**config.mk**
```make
export PLATFORM = sky130hd
export DESIGN_NAME = row_group_bundle_packer_core
export DESIGN_NICKNAME = d
export VERILOG_FILES = /design/src/sv/rgbp_pkg.sv /design/src/sv/rgbp_lane.sv /design/src/sv/rgbp_merge.sv /design/src/sv/rgbp_out.sv /design/src/sv/row_group_bundle_packer_core.sv
export SDC_FILE = /design/constraint.sdc
export NUM_CORES = 2
export LEC_CHECK = 0
export ABC_AREA = 1
export ABC_CLOCK_PERIOD_IN_PS = 17700
export BUFFER_PORTS_ARGS = -buffer_cell sky130_fd_sc_hd__buf_2
export CAP_MARGIN = 25
export CORE_ASPECT_RATIO = 1.1
export CORE_MARGIN = 8
export CORE_UTILIZATION = 55
export CTS_CLUSTER_SIZE = 12
export DETAILED_ROUTE_END_ITERATION = 10
export PLACE_DENSITY = 0.72
export SETUP_SLACK_MARGIN = 0.05
export SLEW_MARGIN = 10
export SYNTH_ARGS = -nofsm -noshare
export SYNTH_HDL_FRONTEND = slang
export SYNTH_SLANG_ARGS = --single-unit
```
**constraint.sdc**
```tcl
create_clock -name clk_i -period 17.7 [get_ports clk_i]
set_input_delay 0.885 -clock clk_i [delete_from_list [all_inputs] [get_ports clk_i]]
set_output_delay 0.885 -clock clk_i [all_outputs]
set_load 0.01 [all_outputs]
```
**src/sv/rgbp_pkg.sv**
```systemverilog
package rgbp_pkg;

  // slab alignment in bytes, a power of two
  localparam int unsigned SlabAlign   = 64;
  localparam logic [49:0] SlabLowMask = 50'(SlabAlign - 1);

  localparam logic [32:0] Max33 = {33{1'b1}};
  localparam logic [39:0] Max40 = {40{1'b1}};
  localparam logic [47:0] Max48 = {48{1'b1}};
  // a saturated slab sum rounded up to the alignment
  localparam logic [48:0] Max48Aligned = {1'b1, 48'd0};

  localparam int unsigned NumStringPorts = 8;

  // item-set queue between the packing decision and the record sequencer
  localparam int unsigned QueueDepth = 4;
  localparam int unsigned QPtrW      = $clog2(QueueDepth);
  localparam int unsigned QCntW      = $clog2(QueueDepth + 1);

  localparam logic KindPlace = 1'b0;
  localparam logic KindClose = 1'b1;

  typedef enum logic [1:0] {
    CFG_BATCH_LIMIT  = 2'd0,
    CFG_STRING_LIMIT = 2'd1,
    CFG_ACTIVE_COLS  = 2'd2
  } cfg_idx_e;

  typedef enum logic [2:0] {
    PH_PRE   = 3'b001,
    PH_PLACE = 3'b010,
    PH_POST  = 3'b100
  } phase_e;

  // per-cycle control from the merge stage to every column lane
  typedef struct packed {
    logic take;
    logic cut;
    logic clear;
  } lane_ctrl_t;

  // everything the sequencer needs to emit the records of one item
  typedef struct packed {
    logic        cut;
    logic        post;
    logic [31:0] cnt_pre;
    logic [39:0] row_pre;
    logic [47:0] slab_pre;
    logic [39:0] row_new;
    logic [47:0] slab_new;
  } bundle_set_t;

endpackage

```
**src/sv/rgbp_lane.sv**
```systemverilog
module rgbp_lane import rgbp_pkg::*; (
  input  logic        clk_i,
  input  logic        rst_ni,
  input  logic [31:0] string_bytes_i,
  input  logic [31:0] string_limit_i,
  input  lane_ctrl_t  ctrl_i,
  output logic        hit_o
);

  logic [32:0] sum_q, sum_d;
  logic [33:0] sum_ext;

  assign sum_ext = {1'b0, sum_q} + {2'b00, string_bytes_i};
  assign hit_o   = sum_ext >= {2'b00, string_limit_i};

  always_comb begin
    sum_d = sum_q;
    if (ctrl_i.take) begin
      if (ctrl_i.clear) begin
        sum_d = '0;
      end else if (ctrl_i.cut) begin
        sum_d = {1'b0, string_bytes_i};
      end else begin
        sum_d = sum_ext[33] ? Max33 : sum_ext[32:0];
      end
    end
  end

  always_ff @(posedge clk_i or negedge rst_ni) begin
    if (!rst_ni) begin
      sum_q <= '0;
    end else begin
      sum_q <= sum_d;
    end
  end

endmodule

```
**src/sv/rgbp_merge.sv**
```systemverilog
module rgbp_merge import rgbp_pkg::*; #(
  parameter int unsigned MAX_COLUMNS = 8
) (
  input  logic                   clk_i,
  input  logic                   rst_ni,
  input  logic                   take_i,
  input  logic [31:0]            decoded_bytes_i,
  input  logic [23:0]            group_rows_i,
  input  logic [31:0]            staging_bytes_i,
  input  logic                   final_group_i,
  input  logic [47:0]            batch_limit_i,
  input  logic [3:0]             active_cols_i,
  input  logic [MAX_COLUMNS-1:0] lane_hit_i,
  output lane_ctrl_t             lane_ctrl_o,
  output bundle_set_t            set_o
);

  logic        open_q, open_d;
  logic [47:0] budget_q, budget_d;
  logic [39:0] row_q, row_d;
  logic [47:0] slab_q, slab_d;
  logic [31:0] cnt_q, cnt_d;

  logic [MAX_COLUMNS-1:0] active_mask;
  logic [48:0] budget_ext;
  logic        over;
  logic        cut;
  logic [47:0] budget_new;
  logic [40:0] row_ext;
  logic [39:0] row_new;
  logic [47:0] slab_start;
  logic [49:0] slab_raw, slab_up;
  logic [47:0] slab_new;
  logic        post;
  logic [31:0] cnt_place;

  always_comb begin
    for (int c = 0; c < MAX_COLUMNS; c++) begin
      active_mask[c] = 4'(c) < active_cols_i;
    end
  end

  assign budget_ext = {1'b0, budget_q} + {17'd0, decoded_bytes_i};
  assign over       = budget_ext > {1'b0, batch_limit_i};
  assign cut        = open_q & (over | (|(lane_hit_i & active_mask)));

  assign budget_new = cut ? {16'd0, decoded_bytes_i}
                          : (budget_ext[48] ? Max48 : budget_ext[47:0]);

  assign row_ext = {1'b0, row_q} + {17'd0, group_rows_i};
  assign row_new = cut ? {16'd0, group_rows_i}
                       : (row_ext[40] ? Max40 : row_ext[39:0]);

  // slab grows to the next aligned boundary after this group's staging bytes
  assign slab_start = cut ? '0 : slab_q;
  assign slab_raw   = {2'b00, slab_start} + {18'd0, staging_bytes_i} + SlabLowMask;
  assign slab_up    = slab_raw & ~SlabLowMask;
  assign slab_new   = (slab_up > {2'b00, Max48}) ? Max48 : slab_up[47:0];

  // a row count that is not a multiple of 8, or a request end, closes right after the placement
  assign post      = (row_new[2:0] != 3'd0) | final_group_i;
  assign cnt_place = cnt_q + 32'(cut);

  always_comb begin
    open_d   = open_q;
    budget_d = budget_q;
    row_d    = row_q;
    slab_d   = slab_q;
    cnt_d    = cnt_q;
    if (take_i) begin
      open_d = ~post;
      if (post) begin
        budget_d = '0;
        row_d    = '0;
        slab_d   = '0;
      end else begin
        budget_d = budget_new;
        row_d    = row_new;
        slab_d   = slab_new;
      end
      cnt_d = final_group_i ? '0 : cnt_place + 32'(post);
    end
  end

  always_ff @(posedge clk_i or negedge rst_ni) begin
    if (!rst_ni) begin
      open_q   <= 1'b0;
      budget_q <= '0;
      row_q    <= '0;
      slab_q   <= '0;
      cnt_q    <= '0;
    end else begin
      open_q   <= open_d;
      budget_q <= budget_d;
      row_q    <= row_d;
      slab_q   <= slab_d;
      cnt_q    <= cnt_d;
    end
  end

  assign lane_ctrl_o.take  = take_i;
  assign lane_ctrl_o.cut   = cut;
  assign lane_ctrl_o.clear = post;

  assign set_o.cut      = cut;
  assign set_o.post     = post;
  assign set_o.cnt_pre  = cnt_q;
  assign set_o.row_pre  = row_q;
  assign set_o.slab_pre = slab_q;
  assign set_o.row_new  = row_new;
  assign set_o.slab_new = slab_new;

  a_closed_is_empty: assert property (@(posedge clk_i) disable iff (!rst_ni)
    !open_q |-> (budget_q == '0 && row_q == '0 && slab_q == '0))
    else $error("closed bundle holds nonzero sums");

  a_post_closes: assert property (@(posedge clk_i) disable iff (!rst_ni)
    take_i && post |=> !open_q)
    else $error("bundle still open after a closing item");

  a_final_resets_count: assert property (@(posedge clk_i) disable iff (!rst_ni)
    take_i && final_group_i |=> cnt_q == '0)
    else $error("bundle counter not cleared at request end");

endmodule

```
**src/sv/rgbp_out.sv**
```systemverilog
module rgbp_out import rgbp_pkg::*; (
  input  logic        clk_i,
  input  logic        rst_ni,
  input  logic        push_i,
  input  bundle_set_t set_i,
  output logic        full_o,
  output logic        out_valid_o,
  input  logic        out_stall_i,
  output logic        record_kind_o,
  output logic [31:0] bundle_number_o,
  output logic [39:0] row_bit_offset_o,
  output logic [47:0] slab_pos_o,
  output logic [39:0] bundle_rows_o,
  output logic [35:0] mask_words_o,
  output logic [47:0] bundle_bytes_o,
  output logic        last_of_run_o
);

  bundle_set_t q_mem [QueueDepth];
  logic [QPtrW-1:0] wr_ptr_q, rd_ptr_q;
  logic [QCntW-1:0] count_q, count_d;
  phase_e           phase_q, phase_d;
  logic             out_valid_q, out_valid_d;

  bundle_set_t head;
  logic        have;
  phase_e      cur_ph;
  logic        last;
  logic        load;
  logic        pop;
  logic [31:0] cnt_place;

  logic [39:0] cl_rows;
  logic [47:0] cl_slab;
  logic [40:0] words_ext;
  logic [35:0] words;
  logic [48:0] slab_aligned;
  logic [49:0] bytes_ext;
  logic [47:0] bytes;

  logic        kind_d;
  logic [31:0] num_d;
  logic [39:0] rbo_d;
  logic [47:0] so_d;
  logic [39:0] rows_d;
  logic [35:0] mw_d;
  logic [47:0] bb_d;

  assign head   = q_mem[rd_ptr_q];
  assign have   = count_q != '0;
  assign full_o = count_q == QCntW'(QueueDepth);

  // a pending close-before is skipped when the item did not cut
  always_comb begin
    if (phase_q == PH_PRE && head.cut) begin
      cur_ph = PH_PRE;
    end else if (phase_q == PH_POST) begin
      cur_ph = PH_POST;
    end else begin
      cur_ph = PH_PLACE;
    end
  end

  assign last = (cur_ph == PH_POST) || (cur_ph == PH_PLACE && !head.post);
  assign load = have && (!out_valid_q || !out_stall_i);
  assign pop  = load && last;

  assign cnt_place = head.cnt_pre + 32'(head.cut);

  // close record arithmetic: slab sums are aligned unless saturated
  assign cl_rows      = (cur_ph == PH_PRE) ? head.row_pre  : head.row_new;
  assign cl_slab      = (cur_ph == PH_PRE) ? head.slab_pre : head.slab_new;
  assign words_ext    = {1'b0, cl_rows} + 41'd31;
  assign words        = words_ext[40:5];
  assign slab_aligned = (cl_slab == Max48) ? Max48Aligned : {1'b0, cl_slab};
  assign bytes_ext    = {1'b0, slab_aligned} + {12'd0, words, 2'b00};
  assign bytes        = (bytes_ext > {2'b00, Max48}) ? Max48 : bytes_ext[47:0];

  always_comb begin
    kind_d = KindPlace;
    num_d  = cnt_place;
    rbo_d  = '0;
    so_d   = '0;
    rows_d = '0;
    mw_d   = '0;
    bb_d   = '0;
    case (cur_ph)
      PH_PRE: begin
        kind_d = KindClose;
        num_d  = head.cnt_pre;
        rows_d = cl_rows;
        mw_d   = words;
        bb_d   = bytes;
      end
      PH_POST: begin
        kind_d = KindClose;
        num_d  = cnt_place;
        rows_d = cl_rows;
        mw_d   = words;
        bb_d   = bytes;
      end
      default: begin
        kind_d = KindPlace;
        num_d  = cnt_place;
        rbo_d  = head.cut ? '0 : head.row_pre;
        so_d   = head.cut ? '0 : head.slab_pre;
      end
    endcase
  end

  always_comb begin
    phase_d = phase_q;
    if (load) begin
      if (last) begin
        phase_d = PH_PRE;
      end else if (cur_ph == PH_PRE) begin
        phase_d = PH_PLACE;
      end else begin
        phase_d = PH_POST;
      end
    end
  end

  always_comb begin
    out_valid_d = out_valid_q;
    if (load) begin
      out_valid_d = 1'b1;
    end else if (!out_stall_i) begin
      out_valid_d = 1'b0;
    end
  end

  assign count_d = count_q + QCntW'(push_i) - QCntW'(pop);

  always_ff @(posedge clk_i or negedge rst_ni) begin
    if (!rst_ni) begin
      wr_ptr_q    <= '0;
      rd_ptr_q    <= '0;
      count_q     <= '0;
      phase_q     <= PH_PRE;
      out_valid_q <= 1'b0;
    end else begin
      if (push_i) begin
        wr_ptr_q <= wr_ptr_q + 1'b1;
      end
      if (pop) begin
        rd_ptr_q <= rd_ptr_q + 1'b1;
      end
      count_q     <= count_d;
      phase_q     <= phase_d;
      out_valid_q <= out_valid_d;
    end
  end

  always_ff @(posedge clk_i) begin
    if (push_i) begin
      q_mem[wr_ptr_q] <= set_i;
    end
  end

  always_ff @(posedge clk_i) begin
    if (load) begin
      record_kind_o    <= kind_d;
      bundle_number_o  <= num_d;
      row_bit_offset_o <= rbo_d;
      slab_pos_o       <= so_d;
      bundle_rows_o    <= rows_d;
      mask_words_o     <= mw_d;
      bundle_bytes_o   <= bb_d;
      last_of_run_o    <= last;
    end
  end

  assign out_valid_o = out_valid_q;

  a_count_bound: assert property (@(posedge clk_i) disable iff (!rst_ni)
    count_q <= QCntW'(QueueDepth))
    else $error("item queue count beyond depth");

  a_mid_item_has_head: assert property (@(posedge clk_i) disable iff (!rst_ni)
    phase_q != PH_PRE |-> count_q != '0)
    else $error("sequencer mid-item with empty queue");

  a_post_only_if_closing: assert property (@(posedge clk_i) disable iff (!rst_ni)
    phase_q == PH_POST |-> head.post)
    else $error("close-after emitted for an item that does not close");

endmodule

```
**src/sv/row_group_bundle_packer_core.sv**
```systemverilog
// with nothing queued ahead, an accepted item is written into the item queue, and its
//   first record is then loaded from the queue head into the output register
// throughput: one item per cycle into a four-entry item queue while not full; the output
//   emits one record per cycle unless stalled; per item a placement and optional closes
// reset (rst_ni low, async): bundle closed, all sums and the bundle counter zero, queue empty,
//   limits back to 268435456 bytes, 2147483647 string bytes and 8 active columns
module row_group_bundle_packer_core import rgbp_pkg::*; #(
  parameter int unsigned MAX_COLUMNS = 8
) (
  input  logic        clk_i,
  input  logic        rst_ni,

  // configuration write port
  input  logic        cfg_we_i,
  input  logic [1:0]  cfg_idx_i,
  input  logic [47:0] cfg_wdata_i,

  // row-group descriptor items
  input  logic        in_valid_i,
  output logic        in_stall_o,
  input  logic [31:0] decoded_bytes_i,
  input  logic [23:0] group_rows_i,
  input  logic [31:0] staging_bytes_i,
  input  logic [31:0] string_bytes_0_i,
  input  logic [31:0] string_bytes_1_i,
  input  logic [31:0] string_bytes_2_i,
  input  logic [31:0] string_bytes_3_i,
  input  logic [31:0] string_bytes_4_i,
  input  logic [31:0] string_bytes_5_i,
  input  logic [31:0] string_bytes_6_i,
  input  logic [31:0] string_bytes_7_i,
  input  logic        final_group_i,

  // placement and close record items
  output logic        out_valid_o,
  input  logic        out_stall_i,
  output logic        record_kind_o,
  output logic [31:0] bundle_number_o,
  output logic [39:0] row_bit_offset_o,
  output logic [47:0] slab_pos_o,
  output logic [39:0] bundle_rows_o,
  output logic [35:0] mask_words_o,
  output logic [47:0] bundle_bytes_o,
  output logic        last_of_run_o
);

  // configuration registers
  logic [47:0] batch_limit_q;
  logic [31:0] string_limit_q;
  logic [3:0]  active_cols_q;

  always_ff @(posedge clk_i or negedge rst_ni) begin
    if (!rst_ni) begin
      batch_limit_q  <= 48'd268435456;
      string_limit_q <= 32'd2147483647;
      active_cols_q  <= 4'd8;
    end else if (cfg_we_i) begin
      case (cfg_idx_i)
        CFG_BATCH_LIMIT:  batch_limit_q  <= cfg_wdata_i;
        CFG_STRING_LIMIT: string_limit_q <= cfg_wdata_i[31:0];
        CFG_ACTIVE_COLS:  active_cols_q  <= cfg_wdata_i[3:0];
        default: begin
          // unlisted index, write dropped
        end
      endcase
    end
  end

  // an item is taken whenever the queue has room
  logic        queue_full;
  logic        take;

  assign in_stall_o = queue_full;
  assign take       = in_valid_i & ~queue_full;

  // string byte columns gathered for the lanes
  logic [31:0] string_bytes [NumStringPorts];

  assign string_bytes[0] = string_bytes_0_i;
  assign string_bytes[1] = string_bytes_1_i;
  assign string_bytes[2] = string_bytes_2_i;
  assign string_bytes[3] = string_bytes_3_i;
  assign string_bytes[4] = string_bytes_4_i;
  assign string_bytes[5] = string_bytes_5_i;
  assign string_bytes[6] = string_bytes_6_i;
  assign string_bytes[7] = string_bytes_7_i;

  // one lane per column: running string sum and its limit check
  lane_ctrl_t             lane_ctrl;
  logic [MAX_COLUMNS-1:0] lane_hit;

  for (genvar c = 0; c < MAX_COLUMNS; c++) begin : g_lane
    rgbp_lane u_lane (
      .clk_i          (clk_i),
      .rst_ni         (rst_ni),
      .string_bytes_i (string_bytes[c]),
      .string_limit_i (string_limit_q),
      .ctrl_i         (lane_ctrl),
      .hit_o          (lane_hit[c])
    );
  end

  // merge: combines lane hits with the budget check, keeps the bundle sums
  bundle_set_t set;

  rgbp_merge #(
    .MAX_COLUMNS (MAX_COLUMNS)
  ) u_merge (
    .clk_i           (clk_i),
    .rst_ni          (rst_ni),
    .take_i          (take),
    .decoded_bytes_i (decoded_bytes_i),
    .group_rows_i    (group_rows_i),
    .staging_bytes_i (staging_bytes_i),
    .final_group_i   (final_group_i),
    .batch_limit_i   (batch_limit_q),
    .active_cols_i   (active_cols_q),
    .lane_hit_i      (lane_hit),
    .lane_ctrl_o     (lane_ctrl),
    .set_o           (set)
  );

  // queue of decided items and the record sequencer with its output register
  rgbp_out u_out (
    .clk_i            (clk_i),
    .rst_ni           (rst_ni),
    .push_i           (take),
    .set_i            (set),
    .full_o           (queue_full),
    .out_valid_o      (out_valid_o),
    .out_stall_i      (out_stall_i),
    .record_kind_o    (record_kind_o),
    .bundle_number_o  (bundle_number_o),
    .row_bit_offset_o (row_bit_offset_o),
    .slab_pos_o       (slab_pos_o),
    .bundle_rows_o    (bundle_rows_o),
    .mask_words_o     (mask_words_o),
    .bundle_bytes_o   (bundle_bytes_o),
    .last_of_run_o    (last_of_run_o)
  );

endmodule

```
==> summary.json <==
{
  "run_status": {"value": "complete, no violations"},
  "rrSetupSlack": {"value": 6680, "unit": "ps"},
  "ant_nets": {"value": 0},
  "die_area": {"value": 187000, "unit": "µm²"},
  "total_negative_slack": {"value": 0, "unit": "ps"},
  "start_util": {"value": 0.552},
  "clk_transition_reported_paths": {"value": 60, "unit": "ps"},
  "first_pass_iters": {"value": 6},
  "power_leakage": {"value": 48.4, "unit": "nW"},
  "global_route.overflow_total": {"value": 0},
  "worst_slew_pin_slew": {"value": 1140, "unit": "ps"},
  "core-area": {"value": 172000, "unit": "µm²"},
  "synthesis.yosys.warnings": {"value": 0},
  "post_synth.cell_area_avg": {"value": 8.67, "unit": "µm²"},
  "gp_routability_congestion": {"value": 0.978},
  "detailed_place.area": {"value": 101000, "unit": "µm²"},
  "tritoncts_clock_tree": {"value": "done"},
  "setup.worst_path.end_class": {"value": "register"},
  "drc": {"value": 0},
  "syn-num-nets": {"value": 12100},
  "place_worst_setup_slack": {"value": 6160, "unit": "ps"},
  "ratio_of_cells_with_drive_above_1_in_the_final_layout": {"value": 0.109},
  "hpwlAfterDp": {"value": 235000, "unit": "µm"},
  "rr_endpoint": {"value": "u_merge.slab_q[12]"},
  "cts.repair_timing.setup_buffer_count": {"value": 0},
  "design_power_total": {"value": 16.0, "unit": "mW"},
  "synth_sequential_area_ratio": {"value": 0.466},
  "final_period_minus_worst_setup_slack": {"value": 11020, "unit": "ps"},
  "post-route-period-util": {"value": 0.622},
  "final-instance-count-excl-fill": {"value": 14000},
  "timing.critical_path.required": {"value": 18340, "unit": "ps"},
  "timing.critical_path.fanout_max": {"value": 70},
  "postCtsResizedCells": {"value": 0},
  "finalWorstSetupSlack": {"value": 6680, "unit": "ps"},
  "ys_top_cells_by_area": {"value": "sky130_fd_sc_hd__edfxtp_1, sky130_fd_sc_hd__dfrtp_1, sky130_fd_sc_hd__ha_1"},
  "placedCellCount": {"value": 13600},
  "ys_dominant_reg_cell": {"value": "sky130_fd_sc_hd__edfxtp_1"},
  "synth.lib_cells_used.distinct": {"value": 78},
  "final_area": {"value": 106000, "unit": "µm²"},
  "timing.critical_path.from": {"value": "u_merge.budget_q[2]"},
  "timing.rr.start": {"value": "u_merge.budget_q[2]"},
  "fmaxAchievable": {"value": 90.8, "unit": "MHz"},
  "pin_count": {"value": 648},
  "fp-row-count": {"value": 160},
  "post_drt_via_cell_ratio": {"value": 5.87},
  "fin_worst_skew": {"value": 97.8, "unit": "ps"},
  "portBuffers": {"value": 647},
  "routed_wirelength": {"value": 325000, "unit": "µm"},
  "ys_async_sr_fraction": {"value": 0.335},
  "worstPathArrival": {"value": 11650, "unit": "ps"},
  "cts_buffers": {"value": 168},
  "max_slew_margin": {"value": 0.238},
  "irDropWorstVdd": {"value": 126, "unit": "µV"},
  "report.final.slew_viol_count": {"value": 0},
  "postSynthCellCount": {"value": 11000},
  "postSynthRegisterBits": {"value": 1563},
  "finish.net_count": {"value": 12600},
  "worst-setup-path-type": {"value": "reg -> reg"},
  "grt_max_degree": {"value": 143},
  "critPathLaunchType": {"value": "register"},
  "number_of_buffers_on_the_longest_clock_path": {"value": 3},
  "clock_latency_of_the_later_clocked_register_in_the_worst_skew_pair": {"value": 860, "unit": "ps"},
  "drt_iter0_markers": {"value": 7713},
  "grt_pass1_wl": {"value": 484000, "unit": "µm"},
  "grt_pass1_vias": {"value": 80000},
  "dieWidth": {"value": 413, "unit": "µm"},
  "htree_num_levels": {"value": 4},
  "synth_area_leader_cell": {"value": "sky130_fd_sc_hd__edfxtp_1"},
  "postCtsHoldBufs": {"value": 0},
  "clockRootBuffer": {"value": "sky130_fd_sc_hd__clkbuf_16"},
  "holdWs": {"value": 40.2, "unit": "ps"},
  "post-route-util": {"value": 0.618},
  "worst_path_largest_cell_delay": {"value": 600, "unit": "ps"},
  "netlist.area_leader.share": {"value": 0.328},
  "layout-area-overhead-vs-synth": {"value": 11.8, "unit": "%"},
  "number_of_flops_mapped_to_enable_cells_by_yosys": {"value": 1040},
  "grt_setup_unrepaired": {"value": "false"},
  "n_fill_cell": {"value": 14800},
  "antenna_found_initial": {"value": 85},
  "rr_worst_depth": {"value": 54},
  "power_density": {"value": 150, "unit": "nW/µm²"},
  "gr-usage-all-layers": {"value": 0.337},
  "synth_area": {"value": 95200, "unit": "µm²"},
  "max_cap_violations": {"value": 0},
  "die_h": {"value": 452, "unit": "µm"},
  "hold_path_class": {"value": "in -> async"},
  "setup_violation_total_in_the_final_timing_report": {"value": 0},
  "wl_per_cell": {"value": 23.2, "unit": "µm"},
  "critPathMostFrequentCell": {"value": "sky130_fd_sc_hd__nand2_1"},
  "worst_path_max_delay_cell": {"value": "sky130_fd_sc_hd__nand4_1"},
  "finalHoldViolations": {"value": 0},
  "clkSinkCount": {"value": 1563},
  "total_number_of_vias": {"value": 82200}
}
-- state kept, by name, summed over array words and instances, names as in the netlist, 3 cells and up --
name,count
u_out.row_bit_offset_o,40
u_merge.row_q,40
u_out.mask_words_o,36
u_merge.slab_q,43
u_merge.budget_q,48
string_limit_q,32
u_out.bundle_number_o,32
g_lane.u_lane.sum_q,264
u_out.count_q,3
active_cols_q,4
u_merge.cnt_q,32
u_out.bundle_rows_o,40
u_out.phase_q,3
u_out.bundle_bytes_o,47
u_out.q_mem,800
batch_limit_q,48
u_out.slab_pos_o,43
-- placed cells by master, fill, tap and decap left out, types with 105 or more instances in the layout --
| cell type | n |
|---|---|
| sky130_fd_sc_hd__edfxtp_1 | 1040 |
| sky130_fd_sc_hd__o31ai_1 | 202 |
| sky130_fd_sc_hd__buf_2 | 646 |
| sky130_fd_sc_hd__nand2_1 | 2123 |
| sky130_fd_sc_hd__xnor2_1 | 126 |
| sky130_fd_sc_hd__nor2_1 | 1385 |
| sky130_fd_sc_hd__nand3_1 | 271 |
| sky130_fd_sc_hd__inv_1 | 1142 |
| sky130_fd_sc_hd__buf_4 | 105 |
| sky130_fd_sc_hd__o21ai_0 | 706 |
| sky130_fd_sc_hd__nor3_1 | 303 |
| sky130_fd_sc_hd__xor2_1 | 294 |
| sky130_fd_sc_hd__dfrtp_1 | 487 |
| sky130_fd_sc_hd__o22ai_1 | 128 |
| sky130_fd_sc_hd__a21oi_1 | 764 |
| sky130_fd_sc_hd__clkbuf_16 | 168 |
| sky130_fd_sc_hd__ha_1 | 689 |
-- area by class of cell --
cell class | instances | area [µm²] | area share
multi-input cells | 7850 | 44800 | 0.421
diodes | 61 | 153 | 0.00143
inverters | 1180 | 4470 | 0.0420
flip-flops and latches | 1563 | 44400 | 0.417
clock buffers | 265 | 4710 | 0.0442
repair buffers | 768 | 4380 | 0.0411
clock inverters | 48 | 764 | 0.00718
well taps | 2268 | 2840 | 0.0267
-- layer usage --
metal  global-route usage  share of wire  up-vias
met5                    0        0.00092        -
met4                0.195          0.066       44
met3               0.0662          0.082      743
met2                0.547           0.46     3434
met1                0.419           0.39    39300
li1                     -              -    38800
-- kinds of logic (layout without fill, tap and decap cells) --
logic type | Yosys count | in the layout | share of synthesized area
other | 0 | 61 | 0
DFF | 1563 | 1563 | 0.466
and+or+nand+nor | 4429 | 4429 | 0.195
xor gates and xnor gates | 420 | 420 | 0.0386
AOI/OAI and AO/OA | 2299 | 2299 | 0.142
buffers and inverters | 1572 | 2261 | 0.0646
adders and majority gates | 702 | 702 | 0.0933
-- worst max-delay path, delay by kind of cell, from the launching register on --
family | cells | cell delay (ps)
flip-flops | 1 | 380
AO/OA/AOI/OAI | 15 | 3550
XOR/XNOR | 1 | 180
AND/OR/NAND/NOR | 29 | 4060
buffers and inverters | 6 | 1390
adder cells (fa/ha/maj) | 3 | 1080
-- worst max path at each step --
stage               slack, ps                  end  depth (start not counted)
global placement         6350   u_merge.slab_q[11]                         55
finish                   6680   u_merge.slab_q[12]                         54
global route             5600   u_merge.slab_q[12]                         56
detailed placement       6160    u_merge.slab_q[9]                         55
floorplan                7080  u_out.q_mem[0][100]                          4
CTS                      6720    u_merge.slab_q[7]                         54
-- where the power goes --
part	total [mW]	leakage [nW]	internal [mW]	switching (mW)
clock	3.49	2.62	1.96	1.54
combinational	7.25	28.9	2.19	5.06
sequential	5.28	16.9	4.98	0.300
total	16.0	48.4	9.12	6.90
-- Yosys cell counts, types with 10 or more instances --
cell type / count
sky130_fd_sc_hd__a211oi_1: 13
sky130_fd_sc_hd__a21o_1: 48
sky130_fd_sc_hd__a21oi_1: 764
sky130_fd_sc_hd__a22o_1: 86
sky130_fd_sc_hd__a22oi_1: 23
sky130_fd_sc_hd__a31oi_1: 45
sky130_fd_sc_hd__a32o_1: 30
sky130_fd_sc_hd__a32oi_1: 36
sky130_fd_sc_hd__buf_1: 35
sky130_fd_sc_hd__buf_2: 89
sky130_fd_sc_hd__buf_4: 22
sky130_fd_sc_hd__clkbuf_1: 240
sky130_fd_sc_hd__dfrtp_1: 489
sky130_fd_sc_hd__dfstp_2: 34
sky130_fd_sc_hd__edfxtp_1: 1040
sky130_fd_sc_hd__fa_1: 13
sky130_fd_sc_hd__ha_1: 689
sky130_fd_sc_hd__inv_1: 1144
sky130_fd_sc_hd__inv_2: 34
sky130_fd_sc_hd__nand2_1: 2126
sky130_fd_sc_hd__nand2_2: 52
sky130_fd_sc_hd__nand3_1: 271
sky130_fd_sc_hd__nand3_2: 25
sky130_fd_sc_hd__nand3b_1: 14
sky130_fd_sc_hd__nand4_1: 104
sky130_fd_sc_hd__nor2_1: 1389
sky130_fd_sc_hd__nor2_2: 36
sky130_fd_sc_hd__nor2_4: 10
sky130_fd_sc_hd__nor3_1: 304
sky130_fd_sc_hd__nor4_1: 36
sky130_fd_sc_hd__o21a_1: 12
sky130_fd_sc_hd__o21ai_0: 707
sky130_fd_sc_hd__o21ai_1: 69
sky130_fd_sc_hd__o21bai_1: 42
sky130_fd_sc_hd__o221ai_1: 29
sky130_fd_sc_hd__o22ai_1: 128
sky130_fd_sc_hd__o31ai_1: 203
sky130_fd_sc_hd__xnor2_1: 126
sky130_fd_sc_hd__xor2_1: 294
No activity file was read; power rests on OpenSTA's default activity.
